$ cat src/hw/rtl/tpsg_pkg.sv
// Shared types and constants for the touch pad slider gesture block.
// Used by the front end, the word queue, the back end and the top level.
`timescale 1ns / 1ps
`default_nettype none

package tpsg_pkg;

	localparam int NUM_PADS        = 3;
	localparam int NUM_SLOTS       = 2 * NUM_PADS;
	localparam int TAP_LIMIT_RESET = 200;
	localparam int QUEUE_DEPTH     = 4;
	localparam int QPTR_W          = $clog2(QUEUE_DEPTH);
	localparam int QCNT_W          = $clog2(QUEUE_DEPTH + 1);
	localparam int CFG_IDX_W       = 2;
	localparam int CFG_DATA_W      = 16;

	typedef enum logic [1:0] {
		MODE_BUTTON = 2'd0,
		MODE_SLIDER = 2'd1,
		MODE_MIX    = 2'd2
	} mode_t;

	typedef enum logic [CFG_IDX_W-1:0] {
		CFG_MODE       = 2'd0,
		CFG_INVERT     = 2'd1,
		CFG_TAP_LIMIT  = 2'd2
	} cfg_index_t;

	localparam logic KIND_KEY    = 1'b0;
	localparam logic KIND_SLIDER = 1'b1;

	// One queued word: either one slider move or a set of key slots.
	// Slots 0..2 come before slots 3..5; slot s refers to pad s mod 3.
	typedef struct packed {
		logic                  slide;
		logic [NUM_SLOTS-1:0]  mask;
		logic [NUM_SLOTS-1:0]  press;
		logic signed [3:0]     dpos;
		logic [31:0]           dt;
	} tpsg_entry_t;

	function automatic logic [2:0] pos_of_pattern(input logic [2:0] pat);
		logic [2:0] pos;
		unique case (pat)
			3'd0: pos = 3'd0;
			3'd1: pos = 3'd1;
			3'd2: pos = 3'd3;
			3'd3: pos = 3'd2;
			3'd4: pos = 3'd5;
			3'd5: pos = 3'd0;
			3'd6: pos = 3'd4;
			default: pos = 3'd0;
		endcase
		return pos;
	endfunction

endpackage

`default_nettype wire

$ cat src/hw/rtl/tpsg_front.sv
// Front end: configuration registers, gesture state and event classification.
// Depends on tpsg_pkg; emits one queue word per event that yields results.
`timescale 1ns / 1ps
`default_nettype none

module tpsg_front #(
	parameter int TIME_BITS = 32
) (
	input  wire logic                              clk,
	input  wire logic                              arst_n,
	input  wire logic                              cfg_we,
	input  wire logic [tpsg_pkg::CFG_IDX_W-1:0]    cfg_index,
	input  wire logic [tpsg_pkg::CFG_DATA_W-1:0]   cfg_data,
	input  wire logic                              accept,
	input  wire logic [2:0]                        first_status,
	input  wire logic [2:0]                        second_status,
	input  wire logic [31:0]                       now_ms,
	output tpsg_pkg::tpsg_entry_t                  entry,
	output logic                                   push
);

	logic [1:0]            mode_q;
	logic                  invert_q;
	logic [15:0]           tap_limit_q;

	logic [2:0]            last_status_q;
	logic [2:0]            prev_position_q;
	logic [TIME_BITS-1:0]  prev_time_q;
	logic [TIME_BITS-1:0]  cycle_start_q;
	logic [2:0]            gathered_q;
	logic                  sliding_q;

	logic [63:0]           now_w;
	logic [TIME_BITS-1:0]  now_t;
	logic [TIME_BITS-1:0]  dt_t;
	logic [63:0]           dt_w;
	logic [TIME_BITS-1:0]  dur;
	logic [63:0]           tap_w;
	logic [TIME_BITS-1:0]  start_n;
	logic                  button;
	logic                  mix;
	logic [2:0]            pos;
	logic signed [3:0]     dpos;
	logic                  moved;
	logic                  tap;
	logic [2:0]            gathered_n;

	assign now_w   = {32'd0, now_ms};
	assign now_t   = now_w[TIME_BITS-1:0];
	assign tap_w   = {48'd0, tap_limit_q};
	assign button  = (mode_q == tpsg_pkg::MODE_BUTTON);
	assign mix     = mode_q[1];
	assign start_n = (mix && last_status_q == 3'd0) ? now_t : cycle_start_q;
	assign dt_t    = now_t - prev_time_q;
	assign dt_w    = 64'(dt_t);
	assign dur     = now_t - start_n;
	assign pos     = tpsg_pkg::pos_of_pattern(second_status);
	assign dpos    = $signed({1'b0, pos}) - $signed({1'b0, prev_position_q});
	assign moved   = !button && second_status != 3'd0 && last_status_q != 3'd0
		&& dpos != 4'sd0;
	assign gathered_n = (mix && second_status != 3'd0) ? (gathered_q | second_status)
		: gathered_q;
	assign tap = !button && mix && second_status == 3'd0 && !sliding_q
		&& dur <= tap_w[TIME_BITS-1:0];

	always_comb begin
		entry = '0;
		entry.slide = moved;
		entry.dpos  = invert_q ? -dpos : dpos;
		entry.dt    = dt_w[31:0];
		if (button) begin
			entry.mask  = {first_status ^ second_status, last_status_q ^ first_status};
			entry.press = {second_status, first_status};
		end else if (tap) begin
			entry.mask  = {gathered_n, gathered_n};
			entry.press = {3'b000, 3'b111};
		end
		push = accept && (entry.slide || entry.mask != '0);
	end

	always_ff @(posedge clk or negedge arst_n) begin
		if (!arst_n) begin
			mode_q      <= tpsg_pkg::MODE_BUTTON;
			invert_q    <= 1'b0;
			tap_limit_q <= 16'(tpsg_pkg::TAP_LIMIT_RESET);
		end else if (cfg_we) begin
			case (cfg_index)
				tpsg_pkg::CFG_MODE:      mode_q      <= cfg_data[1:0];
				tpsg_pkg::CFG_INVERT:    invert_q    <= cfg_data[0];
				tpsg_pkg::CFG_TAP_LIMIT: tap_limit_q <= cfg_data;
				default: ;
			endcase
		end
	end

	always_ff @(posedge clk or negedge arst_n) begin
		if (!arst_n) begin
			last_status_q   <= '0;
			prev_position_q <= '0;
			prev_time_q     <= '0;
			cycle_start_q   <= '0;
			gathered_q      <= '0;
			sliding_q       <= 1'b0;
		end else if (accept) begin
			last_status_q <= second_status;
			if (!button) begin
				cycle_start_q   <= start_n;
				prev_time_q     <= now_t;
				prev_position_q <= (second_status == 3'd0) ? 3'd0 : pos;
				if (second_status == 3'd0) begin
					if (mix) begin
						gathered_q <= '0;
						sliding_q  <= 1'b0;
					end
				end else begin
					gathered_q <= gathered_n;
					if (mix && moved)
						sliding_q <= 1'b1;
				end
			end
		end
	end

endmodule

`default_nettype wire

$ cat src/hw/rtl/tpsg_queue.sv
// Short word queue between the front end and the back end.
// Depends on tpsg_pkg for the word type and depth.
`timescale 1ns / 1ps
`default_nettype none

module tpsg_queue (
	input  wire logic                   clk,
	input  wire logic                   arst_n,
	input  wire logic                   push,
	input  wire tpsg_pkg::tpsg_entry_t  wr_data,
	input  wire logic                   pop,
	output tpsg_pkg::tpsg_entry_t       rd_data,
	output logic                        not_empty,
	output logic                        full
);

	tpsg_pkg::tpsg_entry_t                 mem [tpsg_pkg::QUEUE_DEPTH];
	logic [tpsg_pkg::QPTR_W-1:0]           wr_ptr_q;
	logic [tpsg_pkg::QPTR_W-1:0]           rd_ptr_q;
	logic [tpsg_pkg::QCNT_W-1:0]           count_q;

	assign not_empty = (count_q != '0);
	assign full      = (count_q == tpsg_pkg::QCNT_W'(tpsg_pkg::QUEUE_DEPTH));
	assign rd_data   = mem[rd_ptr_q];

	always_ff @(posedge clk) begin
		if (push)
			mem[wr_ptr_q] <= wr_data;
	end

	always_ff @(posedge clk or negedge arst_n) begin
		if (!arst_n) begin
			wr_ptr_q <= '0;
			rd_ptr_q <= '0;
			count_q  <= '0;
		end else begin
			if (push)
				wr_ptr_q <= wr_ptr_q + 1'b1;
			if (pop)
				rd_ptr_q <= rd_ptr_q + 1'b1;
			if (push && !pop)
				count_q <= count_q + 1'b1;
			else if (pop && !push)
				count_q <= count_q - 1'b1;
		end
	end

endmodule

`default_nettype wire

$ cat src/hw/rtl/tpsg_back.sv
// Back end: expands one queued word into result words, one per cycle while out_stall is low.
// Depends on tpsg_pkg for the word type and result codes.
`timescale 1ns / 1ps
`default_nettype none

module tpsg_back (
	input  wire logic                   clk,
	input  wire logic                   arst_n,
	input  wire tpsg_pkg::tpsg_entry_t  q_data,
	input  wire logic                   q_not_empty,
	output logic                        pop,
	output logic                        out_valid,
	input  wire logic                   out_stall,
	output logic                        kind,
	output logic [1:0]                  pad,
	output logic                        is_press,
	output logic signed [3:0]           pos_change,
	output logic [31:0]                 elapsed_ms,
	output logic                        last
);

	tpsg_pkg::tpsg_entry_t           cur_q;
	logic                            busy_q;
	logic [2:0]                      slot;
	logic [tpsg_pkg::NUM_SLOTS-1:0]  rest;
	logic                            done;
	logic                            taken;

	always_comb begin
		slot = '0;
		for (int i = tpsg_pkg::NUM_SLOTS - 1; i >= 0; i--)
			if (cur_q.mask[i])
				slot = 3'(i);
	end

	assign rest  = cur_q.mask & (cur_q.mask - 1'b1);
	assign done  = cur_q.slide || rest == '0;
	assign taken = busy_q && !out_stall;
	assign pop   = q_not_empty && (!busy_q || (taken && done));

	assign out_valid      = busy_q;
	assign kind           = cur_q.slide ? tpsg_pkg::KIND_SLIDER : tpsg_pkg::KIND_KEY;
	assign pad            = cur_q.slide ? 2'd0
		: (slot >= 3'd3 ? 2'(slot - 3'd3) : slot[1:0]);
	assign is_press       = !cur_q.slide && cur_q.press[slot];
	assign pos_change     = cur_q.slide ? cur_q.dpos : 4'sd0;
	assign elapsed_ms     = cur_q.slide ? cur_q.dt : 32'd0;
	assign last           = done;

	always_ff @(posedge clk or negedge arst_n) begin
		if (!arst_n) begin
			busy_q <= 1'b0;
			cur_q  <= '0;
		end else if (pop) begin
			busy_q <= 1'b1;
			cur_q  <= q_data;
		end else if (taken) begin
			if (done)
				busy_q <= 1'b0;
			else
				cur_q.mask <= rest;
		end
	end

endmodule

`default_nettype wire

$ cat src/hw/rtl/touch_pad_slider_gesture.sv
// Touch pad slider gesture decoder, top level: front end, word queue, back end.
// Path: with the back end idle, an accepted event is written into the word queue and then
// loaded into the back end's current-word register, which drives its first result.
// Throughput: one event per cycle while the four-word queue has room; each event
// yields zero to six results on the output.
// Reset: asynchronous, clears all gesture state, mode 0, no inversion, tap limit 200.
`timescale 1ns / 1ps
`default_nettype none

module touch_pad_slider_gesture #(
	parameter int TIME_BITS = 32
) (
	input  wire logic                              clk,
	input  wire logic                              arst_n,
	input  wire logic                              cfg_we,
	input  wire logic [tpsg_pkg::CFG_IDX_W-1:0]    cfg_index,
	input  wire logic [tpsg_pkg::CFG_DATA_W-1:0]   cfg_data,
	input  wire logic                              in_valid,
	output logic                                   in_stall,
	input  wire logic [2:0]                        first_status,
	input  wire logic [2:0]                        second_status,
	input  wire logic [31:0]                       now_ms,
	output logic                                   out_valid,
	input  wire logic                              out_stall,
	output logic                                   kind,
	output logic [1:0]                             pad,
	output logic                                   is_press,
	output logic signed [3:0]                      pos_change,
	output logic [31:0]                            elapsed_ms,
	output logic                                   last
);

	tpsg_pkg::tpsg_entry_t  fr_entry;
	tpsg_pkg::tpsg_entry_t  q_data;
	logic                   push;
	logic                   pop;
	logic                   q_not_empty;
	logic                   q_full;
	logic                   accept;

	assign in_stall = q_full;
	assign accept   = in_valid && !q_full;

	tpsg_front #(
		.TIME_BITS(TIME_BITS)
	) u_front (
		.clk          (clk),
		.arst_n       (arst_n),
		.cfg_we       (cfg_we),
		.cfg_index    (cfg_index),
		.cfg_data     (cfg_data),
		.accept       (accept),
		.first_status (first_status),
		.second_status(second_status),
		.now_ms       (now_ms),
		.entry        (fr_entry),
		.push         (push)
	);

	tpsg_queue u_queue (
		.clk      (clk),
		.arst_n   (arst_n),
		.push     (push),
		.wr_data  (fr_entry),
		.pop      (pop),
		.rd_data  (q_data),
		.not_empty(q_not_empty),
		.full     (q_full)
	);

	tpsg_back u_back (
		.clk           (clk),
		.arst_n        (arst_n),
		.q_data        (q_data),
		.q_not_empty   (q_not_empty),
		.pop           (pop),
		.out_valid     (out_valid),
		.out_stall     (out_stall),
		.kind          (kind),
		.pad           (pad),
		.is_press      (is_press),
		.pos_change    (pos_change),
		.elapsed_ms    (elapsed_ms),
		.last          (last)
	);

endmodule

`default_nettype wire
$ cat config.mk
export PLATFORM = sky130hd
export DESIGN_NAME = touch_pad_slider_gesture
export DESIGN_NICKNAME = d
export VERILOG_FILES = /design/src/hw/rtl/tpsg_pkg.sv /design/src/hw/rtl/tpsg_front.sv /design/src/hw/rtl/tpsg_queue.sv /design/src/hw/rtl/tpsg_back.sv /design/src/hw/rtl/touch_pad_slider_gesture.sv
export SDC_FILE = /design/constraint.sdc
export NUM_CORES = 1
export LEC_CHECK = 0
export ABC_AREA = 0
export BUFFER_PORTS_ARGS = -buffer_cell sky130_fd_sc_hd__clkbuf_2
export CORE_MARGIN = 1.5
export CORE_UTILIZATION = 40
export CTS_BUF_LIST = sky130_fd_sc_hd__clkbuf_2
export CTS_CLUSTER_DIAMETER = 60
export DETAILED_ROUTE_END_ITERATION = 8
export SYNTH_ARGS = -nofsm -noshare
export SYNTH_HDL_FRONTEND = slang
export SYNTH_SLANG_ARGS = --single-unit
$ cat constraint.sdc
create_clock -name clk -period 14.85 [get_ports clk]
set_input_delay 0.7425 -clock clk [delete_from_list [all_inputs] [get_ports clk]]
set_output_delay 0.7425 -clock clk [all_outputs]
set_load 0.01 [all_outputs]
==> impl_metrics.yaml, run 1 <==
run_status:
  status: "finished clean"
clock_tree:
  cts_setup_buffers: 0
  clock-sinks: 346
  clkTransAtPathRegs_ns: 0.10
  cts_resized: 0
  cts_tree: "yes"
  cts_buffers: 90
  h-tree-depth: 3
  clockBufferDepth: 3
  cts_root_buffer: "clkbuf_2"
  clk_latency_ns: 0.96
timing:
  tns_ns: 0
  hold_viol: 0
  period_needed_ns: 7.40
  fmax_mhz: 135
  slew_headroom: 0.345
  fin_crit_sh: 0.498
  worst_pin_slew_ns: 0.979
  setup_viol_count_final: 0
  rsz0062_at_grt: "false"
  fin_skew_ns: 0.0764
  slew_viol_final: 0
floorplan:
  die_w_um: 215
  core.rowCount: 77
  start_util: 0.407
  core_area_um2: 44300
  ios: 104
  dieArea_um2: 46300
  die_y_um: 215
worst_setup_path:
  r2r_cells: 26
  cp.arrival_ns: 8.25
  critPathMaxFanout: 33
  path_class: "register to register"
  startpoint: "u_front.mode_q[1]$_DFFE_PN0P_"
  startpoint_type: "register"
  timing.rr.end: "u_queue.count_q[2]$_DFFE_PN0P_"
  regToRegSetupSlack_ns: 7.45
  end_kind: "register"
  crit_required_ns: 15.70
  r2r_start: "u_front.mode_q[1]$_DFFE_PN0P_"
routing:
  postRouteAntennaNets: 0
  num_vias: 12100
  dr.pass1.iters: 5
  routed_wl_um: 39700
  drt_iter0_drc: 661
  drc_errors: 0
  avgViaCountPerCell: 5.17
  wire_per_inst_um: 17.0
cells_and_area:
  finalNonFillerCells: 2341
  fillers: 4148
  drive_above_1_share: 0.245
  ff_latch_area_um2: 9650
  final_nets: 1825
  syn_to_final_growth_pct: 12.8
  multiInputGateArea_um2: 7910
  final_cell_area_um2: 20300
yosys:
  avgSynthCellArea_um2: 12.1
  yosysWarnings: 0
  synth_top_area_share: 0.327
  async_reset_ff_frac: 0.434
  ys_seq_elements: 346
  synth_common_cells: "nand2_1, edfxtp_1, dfrtp_1"
  synth_largest_area_cell: "edfxtp_1"
  yosysMostFrequentCell: "nand2_1"
  synthCells: 1495
  synth_cell_type_count: 74
  synth.net_count: 1649
  synthTopCellsByArea: "edfxtp_1, dfrtp_1, mux4_2"
  ys_seq_area_frac: 0.535
  syn_area_um2: 18000
  synth-edff-count: 196
  yosys_most_used_dff: "edfxtp_1"
grt:
  grt_util_all_layers: 0.175
  grt_pass1_vias: 12200
  grt_max_degree: 88
  antenna_found_initial: 1
  grt_pass1_wl_um: 64500
  grt_overflow: 0
placement:
  routabilityCongestion: 0.831
  dpl.cell_count: 2147
  io_buffers: 103
  place_area_um2: 19200
  hpwl_um: 27600
power_and_ir_drop:
  p_per_area_nw_per_um2: 214
  peakVddDrop_v: 0.0000813
  total_leakage_power_nw: 8.54
worst_hold_path:
  worstHoldStart: "now_ms[31]"
  holdPathStages: 2
  hp-class: "input port to register"
  holdPathEnd: "u_front.cycle_start_q[31]$_DFFE_PN0P_"
flow_run:
  drv_cap: 0
-- cell usage in the layout (no fill, tap or decap), types with 4 or more instances in the layout --
master         count
mux2i_1           35
nand4_1           10
buf_4             15
a21o_1            25
nor2b_1           11
nand2_1          212
nand2b_1          10
and3_1             5
nand3_1           27
nor4_1             4
a22o_1             4
a211oi_1           8
mux2_2            84
xnor2_1           34
nor2_4             4
mux4_2            50
o31a_1             6
o21bai_1           6
o211ai_1           6
xor2_1            24
o31ai_1           10
a31oi_1            9
inv_1             76
nand3b_1           9
dfrtp_1          145
edfxtp_1         196
dlygate4sd3_1     24
clkbuf_2         244
o21a_1            13
fa_1               4
a21oi_1           76
nor2_1            59
or3_1             10
and2_1            47
nor3_1            14
ha_1              89
clkinv_1          19
o21ai_0           56
-- flip-flops by register name, summed over array words and instances (netlist names) --
name,cells
u_back.cur_q,49
u_front.last_status_q,3
u_front.prev_time_q,32
u_queue.wr_ptr_q,2
u_front.invert_q,1
u_queue.count_q,3
u_front.gathered_q,3
u_front.sliding_q,1
u_back.out_valid,1
u_queue.rd_ptr_q,2
u_front.mode_q,2
u_front.cycle_start_q,32
u_front.tap_limit_q,16
u_front.prev_position_q,3
u_queue.mem,196
-- routing by layer --
layer	part of all wire	global-route usage	wire [um]
met2	0.45	0.271	17900
met4	0.026	0.0734	1040
met1	0.48	0.242	18900
met3	0.046	0.0316	1810
met5	0	0	0
-- where the power goes --
part	leakage, nW	switching (mW)	internal [mW]
clock	0.665	0.383	0.289
sequential	3.59	0.143	1.45
combinational	4.28	1.21	0.876
total	8.54	1.74	2.62
-- through the flow --
stage          setup slack, ns  hold slack, ns  total power [mW]   util
2_1_floorplan             7.09           0.438              3.15      -
3_3_place_gp              7.63           0.456              3.65  0.434
3_5_place_dp              7.55           0.458              3.71  0.434
4_1_cts                   7.52         0.00651              4.41  0.459
5_1_grt                   7.06          0.0545              4.73  0.459
6_report                  7.45           0.136              4.36  0.459
-- timing repair --
action                                  4_1_cts  5_1_grt
hold buffers                                 24        0
endpoints found under the hold margin       110        0
endpoints found under the setup margin        0        0
-- cell families (layout without fill, tap and decap cells) --
logic type                 after synthesis  count (layout)  share of synthesized area
DFF                                    346             346                      0.535
adders and majority gates               94              94                     0.0668
buffers and inverters                  134             387                     0.0290
AOI/OAI and AO/OA                      259             259                     0.0942
xor gates and xnor gates                58              58                     0.0282
muxes                                  169             169                      0.134
and+or+nand+nor                        435             435                      0.112
other                                    0               1                          0
-- worst max path at each step --
stage / slack, ns / to / cells past startpoint
after floorplan: 7.09 / u_queue.mem[0][0]$_DFFE_PP_ / 20
after global placement: 7.63 / u_queue.count_q[2]$_DFFE_PN0P_ / 26
after detailed placement: 7.55 / u_queue.count_q[2]$_DFFE_PN0P_ / 26
after CTS: 7.52 / u_queue.count_q[2]$_DFFE_PN0P_ / 26
after global routing: 7.06 / u_queue.count_q[2]$_DFFE_PN0P_ / 25
final: 7.45 / u_queue.count_q[2]$_DFFE_PN0P_ / 26
-- critical path: stages, from the launching register on --
cell and delay, ns:
dfrtp_1 0.65, nor4b_4 0.29, buf_4 0.50, mux2i_1 0.30
ha_1 0.26, nor2b_1 0.14, o31a_1 0.30, o31ai_1 0.51
a21oi_1 0.17, nand2b_1 0.18, xor2_1 0.16, ha_1 0.30
a21o_1 0.16, a21o_1 0.17, a211oi_1 0.23, a21oi_1 0.12
a2111oi_2 0.49, o2111ai_1 0.18, or4_4 0.50, o31a_1 0.46
nor2_1 0.18, ha_1 0.20, inv_1 0.06, fa_1 0.38
xor2_1 0.17, nor2_1 0.11, xor2_1 0.15
-- final cells by class --
| type | instances | area share |
|---|---|---|
| clock inverters | 27 | 0.00831 |
| diodes | 1 | 0.000123 |
| clock buffers | 142 | 0.0349 |
| flip-flops and latches | 346 | 0.474 |
| well taps | 592 | 0.0364 |
| repair buffers | 142 | 0.0430 |
| multi-input cells | 1015 | 0.389 |
| inverters | 76 | 0.0140 |
Power figures use the tool's default switching activity.
==> run 2, diff against run 1 <==
--- a/config.mk
+++ b/config.mk
@@ -5,7 +5,7 @@
 export SDC_FILE = /design/constraint.sdc
 export NUM_CORES = 1
 export LEC_CHECK = 0
-export ABC_AREA = 0
+export ABC_AREA = 1
 export BUFFER_PORTS_ARGS = -buffer_cell sky130_fd_sc_hd__clkbuf_2
 export CORE_MARGIN = 1.5
 export CORE_UTILIZATION = 40
==> constraint.sdc (replaced) <==
create_clock -name clk -period 6.1 [get_ports clk]
set_input_delay 0.305 -clock clk [delete_from_list [all_inputs] [get_ports clk]]
set_output_delay 0.305 -clock clk [all_outputs]
set_load 0.01 [all_outputs]
==> impl_metrics.yaml, run 2 <==
run_status:
  status: "finished clean"
timing:
  slew_viol_final: 0
  fin_crit_sh: 0.913
  rsz0062_at_grt: "false"
  fmax_mhz: 180
  layout_setup_ws_ns: 0.534
  hold_viol: 0
  slew_headroom: 0.238
  setup_viol_count_final: 0
  period_needed_ns: 5.57
  fin_skew_ns: 0.0751
  tns_ns: 0
  worst_pin_slew_ns: 1.14
floorplan:
  core_area_um2: 46500
  core.rowCount: 79
  die_y_um: 220
  dieArea_um2: 48300
  ios: 104
  die_w_um: 220
  start_util: 0.404
clock_tree:
  cts_tree: "yes"
  clkTransAtPathRegs_ns: 0.10
  cts_root_buffer: "clkbuf_2"
  cts_resized: 0
  cts_buffers: 91
  clock-sinks: 346
  clk_latency_ns: 1.03
  clockBufferDepth: 3
  h-tree-depth: 3
worst_setup_path:
  regToRegSetupSlack_ns: 0.53
  timing.rr.end: "u_queue.count_q[2]$_DFFE_PN0P_"
  critPathMaxFanout: 11
  crit_required_ns: 6.95
  r2r_start: "u_front.last_status_q[1]$_DFFE_PN0P_"
  end_kind: "register"
  slowest_delay_ns: 0.42
  worst_path_max_delay_cell: "dfrtp_1"
  r2r_cells: 37
  cp.arrival_ns: 6.42
  startpoint_type: "register"
  path_class: "register to register"
  path_common_cell: "nand2_1"
cells_and_area:
  final_cell_mix: "nand2_1, inv_1, clkbuf_2"
  drive_above_1_share: 0.133
  final_common_cell: "nand2_1"
  syn_to_final_growth_pct: 16.3
  top_register: "u_queue.mem"
  largest_reg_flops: 196
  reg.largest.list: "u_queue.mem (196), u_back.cur_q (49)"
  fillers: 4583
  final_nets: 2581
yosys:
  ys_seq_area_frac: 0.513
  synth_top_area_share: 0.313
  synth.net_count: 2343
  yosysWarnings: 0
  yosys_most_used_dff: "edfxtp_1"
  async_reset_ff_frac: 0.434
  synthTopCellsByArea: "edfxtp_1, dfrtp_1, nand2_1"
  synth_cell_type_count: 48
  syn_area_um2: 18800
  ys_seq_elements: 346
  synthCells: 2189
  avgSynthCellArea_um2: 8.58
  synth_common_cells: "nand2_1, inv_1, nor2_1"
  yosysMostFrequentCell: "nand2_1"
  synth_largest_area_cell: "edfxtp_1"
  synth-edff-count: 196
worst_hold_path:
  worstHoldStart: "now_ms[8]"
  holdPathStages: 4
  hp-class: "input port to register"
  holdPathEnd: "u_front.prev_time_q[8]$_DFFE_PN0P_"
power_and_ir_drop:
  peakVddDrop_v: 0.000215
  total_leakage_power_nw: 10.4
  p_per_area_nw_per_um2: 500
  total_power_mw: 10.9
grt:
  grt_util_all_layers: 0.209
  met1_usage: 0.279
  grt_pass1_vias: 15000
  grt_overflow: 0
  grtUsageMet2: 0.341
  grt_max_degree: 101
  busiest_layer: "met2"
  met3_usage: 0.0320
  antenna_found_initial: 2
  grt_pass1_wl_um: 78400
routing:
  postRouteAntennaNets: 0
  routed_wl_um: 48900
  avgViaCountPerCell: 4.89
  drc_errors: 0
  wire_per_inst_um: 15.7
  dr.pass1.iters: 7
  drt_iter0_drc: 944
  num_vias: 15200
placement:
  io_buffers: 103
  dp_slack_ns: 0.365
  hpwl_um: 34300
  routabilityCongestion: 0.897
flow_run:
  drv_cap: 0
==> run 2: kinds of logic after synthesis <==
group | share of synthesized area
XOR/XNOR | 0.0257
AND/OR/NAND/NOR | 0.194
flip-flops | 0.513
AO/OA/AOI/OAI | 0.111
multiplexers | 0.0167
adder cells (fa/ha/maj) | 0.0636
buffers and inverters | 0.0760
==> run 2: report_power, final <==
| group | switching, mW | total, mW | internal (mW) |
|---|---|---|---|
| Combinational | 3.59 | 5.38 | 1.78 |
| Clock | 0.976 | 1.59 | 0.613 |
| Sequential | 0.319 | 3.95 | 3.63 |
==> run 2: layout make-up <==
| type | count | area (um^2) | share of cell area |
|---|---|---|---|
| Tap cell | 607 | 759 | 0.0348 |
| Inverter | 311 | 1170 | 0.0535 |
| Sequential cell | 346 | 9650 | 0.442 |
| Antenna cell | 2 | 5.00 | 0.000229 |
| Clock inverter | 41 | 200 | 0.00917 |
| Multi-Input combinational cell | 1463 | 7760 | 0.355 |
| Clock buffer | 126 | 631 | 0.0289 |
| Timing Repair Buffer | 214 | 1670 | 0.0763 |
==> run 2: worst max-delay path: cells and delay by family, from the launching register on <==
family,cells,cell delay [ns]
muxes,1,0.24
xor gates and xnor gates,2,0.30
buffers and inverters,6,0.52
and+or+nand+nor,21,2.38
adders and majority gates,4,1.13
DFF,1,0.42
AOI/OAI and AO/OA,3,0.41
==> run 2: worst max-delay path by stage <==
stage                     slack, ns                             end                                  from  cells past startpoint
after floorplan                0.41     u_queue.mem[0][0]$_DFFE_PP_  u_front.last_status_q[1]$_DFFE_PN0P_                     32
after global placement         0.47  u_queue.count_q[2]$_DFFE_PN0P_  u_front.last_status_q[1]$_DFFE_PN0P_                     36
after detailed placement       0.36  u_queue.count_q[2]$_DFFE_PN0P_  u_front.last_status_q[1]$_DFFE_PN0P_                     36
after CTS                      0.32  u_queue.count_q[2]$_DFFE_PN0P_  u_front.last_status_q[1]$_DFFE_PN0P_                     36
after global routing           0.02  u_queue.count_q[2]$_DFFE_PN0P_  u_front.last_status_q[1]$_DFFE_PN0P_                     37
final                          0.53  u_queue.count_q[2]$_DFFE_PN0P_  u_front.last_status_q[1]$_DFFE_PN0P_                     37
==> run 2: timing repair <==
item | in CTS | in global routing
setup buffers | 0 | 4
endpoints found under the setup margin | 0 | 2
hold endpoints to repair | 425 | 0
hold buffers | 87 | 0
==> run 2: layer usage <==
metal,routed length (um),up-vias
met4,1300,0
met3,2220,73
li1,-,7705
met1,22700,7115
met5,0,-
met2,22700,325
==> run 2: per-stage QoR <==
stage	std cells	cell area (um^2)	hold WS (ns)	utilization
floorplan	2189	18800	0.00941	-
global placement	2850	20100	0.300	0.432
detailed placement	2850	20100	0.299	0.432
CTS	3104	21800	0.00194	0.469
global route	3109	21800	0.0565	0.470
finish	3110	21800	0.150	0.470
==> run 3, diff against run 2 <==
--- a/config.mk
+++ b/config.mk
@@ -12,6 +12,7 @@
 export CTS_BUF_LIST = sky130_fd_sc_hd__clkbuf_2
 export CTS_CLUSTER_DIAMETER = 60
 export DETAILED_ROUTE_END_ITERATION = 8
+export RECOVER_POWER = 25
 export SYNTH_ARGS = -nofsm -noshare
 export SYNTH_HDL_FRONTEND = slang
 export SYNTH_SLANG_ARGS = --single-unit
==> impl_metrics.yaml, run 3 (same netlist as run 2, synthesis figures left out) <==
floorplan:
  core.rowCount: 79
  start_util: 0.404
  die_y_um: 220
  core_area_um2: 46500
  ios: 104
  dieArea_um2: 48300
  die_w_um: 220
grt:
  grt_overflow: 0
  grt_pass1_wl_um: 78400
  grt_max_degree: 101
  grt_pass1_vias: 15000
  grt_util_all_layers: 0.209
  antenna_found_initial: 3
cells_and_area:
  reg.largest.list: "u_queue.mem (196), u_back.cur_q (49)"
  final_core_util: 0.469
  drive_above_1_share: 0.131
  largest_reg_flops: 196
  syn_to_final_growth_pct: 16.1
  final_cell_mix: "nand2_1, inv_1, clkbuf_2"
  final_common_cell: "nand2_1"
  top_register: "u_queue.mem"
  final_cell_area_um2: 21800
  final_nets: 2581
timing:
  period_needed_ns: 5.56
  fmax_mhz: 180
  hold_viol: 0
  tns_ns: 0
  rsz0062_at_grt: "false"
  worst_pin_slew_ns: 3.01
  slew_headroom: -1.00
  slew_viol_final: 150
  setup_viol_count_final: 0
  fin_skew_ns: 0.0761
  fin_crit_sh: 0.912
flow_run:
  drv_cap: 3
clock_tree:
  cts_resized: 0
  clk_latency_ns: 1.03
  h-tree-depth: 3
  clock-sinks: 346
  clockBufferDepth: 3
  clkTransAtPathRegs_ns: 0.09
  cts_buffers: 91
  cts_tree: "yes"
  cts_root_buffer: "clkbuf_2"
power_and_ir_drop:
  total_leakage_power_nw: 10.3
  p_per_area_nw_per_um2: 501
  peakVddDrop_v: 0.000215
worst_setup_path:
  path_common_cell: "nand2_1"
  cp_top_family: "simple AND/OR/NAND/NOR gates"
  slowest_delay_ns: 0.41
  path_class: "register to register"
  worst_path_max_delay_cell: "dfrtp_1"
  critical_path_buf_inv_count: 6
  startpoint_type: "register"
  critPathMaxFanout: 11
  end_kind: "register"
  crit_required_ns: 6.95
  cp.arrival_ns: 6.41
worst_hold_path:
  hp-class: "input port to register"
routing:
  postRouteAntennaNets: 0
  avgViaCountPerCell: 4.88
  routed_wl_um: 48900
  drt_iter0_drc: 916
  drc_errors: 0
  num_vias: 15200
  dr.pass1.iters: 5
  wire_per_inst_um: 15.7
run_status:
  violations: "capacitance limit, slew limit"
  status: "finished, violations left"
placement:
  routabilityCongestion: 0.897
  io_buffers: 103
  place_area_um2: 20100
  hpwl_um: 34300
## run 3: power breakdown
| part | leakage [nW] | switching [mW] | internal, mW |
|---|---|---|---|
| sequential | 3.65 | 0.319 | 3.63 |
| clock | 0.621 | 0.977 | 0.613 |
| combinational | 6.05 | 3.59 | 1.78 |
| total | 10.3 | 4.89 | 6.03 |
## run 3: metrics by stage
stage,setup slack [ns],power [mW],hold WS (ns),cells
2_1_floorplan,0.408,7.73,0.00941,2189
3_3_place_gp,0.466,9.22,0.300,2850
3_5_place_dp,0.365,9.33,0.299,2850
4_1_cts,0.325,11.0,0.00194,3104
5_1_grt,0.0155,12.0,0.0565,3109
6_report,0.540,10.9,0.140,3111
## run 3: timing repair
| item | 4_1_cts | 5_1_grt |
|---|---|---|
| hold buffers | 87 | 0 |
| setup endpoints to repair | 0 | 2 |
| buffers inserted | 0 | 4 |
| endpoints found under the hold margin | 425 | 0 |
## run 3: tightest hold or removal path: stages
cell           delay [ns]
dlygate4sd3_1        0.52
clkbuf_2             0.17
nand2_1              0.06
o21ai_0              0.06
## run 3: path summary, 6_finish.rpt
kind / startpoint / to / slack [ns] / depth (start not counted)
max in group asynchronous: arst_n / u_front.cycle_start_q[31]$_DFFE_PN0P_ / 2.09 / 4
max reg2reg: u_front.last_status_q[1]$_DFFE_PN0P_ / u_queue.count_q[2]$_DFFE_PN0P_ / 0.54 / 37
min reg2reg: u_back.cur_q[24]$_DFFE_PN0P_ / u_back.cur_q[24]$_DFFE_PN0P_ / 0.49 / 2
min: now_ms[8] / u_front.prev_time_q[8]$_DFFE_PN0P_ / 0.14 / 4
min in group asynchronous: arst_n / u_front.tap_limit_q[7]$_DFFE_PN1P_ / 1.04 / 3
max: u_front.last_status_q[1]$_DFFE_PN0P_ / u_queue.count_q[2]$_DFFE_PN0P_ / 0.54 / 37
## run 3: cell type report
class / instances / area (um^2)
inverter: 311 / 1170
sequential: 346 / 9650
tap: 607 / 759
multi-input combinational: 1463 / 7760
clock buffer: 126 / 631
timing repair buffer: 214 / 1630
antenna: 3 / 7.51
clock inverter: 41 / 200
fill: 4587 / 24700
## run 3: per-layer routing
metal	up-vias	global-route usage	wire (um)
met4	0	0.0830	1350
met1	7063	0.279	22400
met5	-	0	0
met2	346	0.341	22700
met3	79	0.0320	2410
li1	7698	-	-
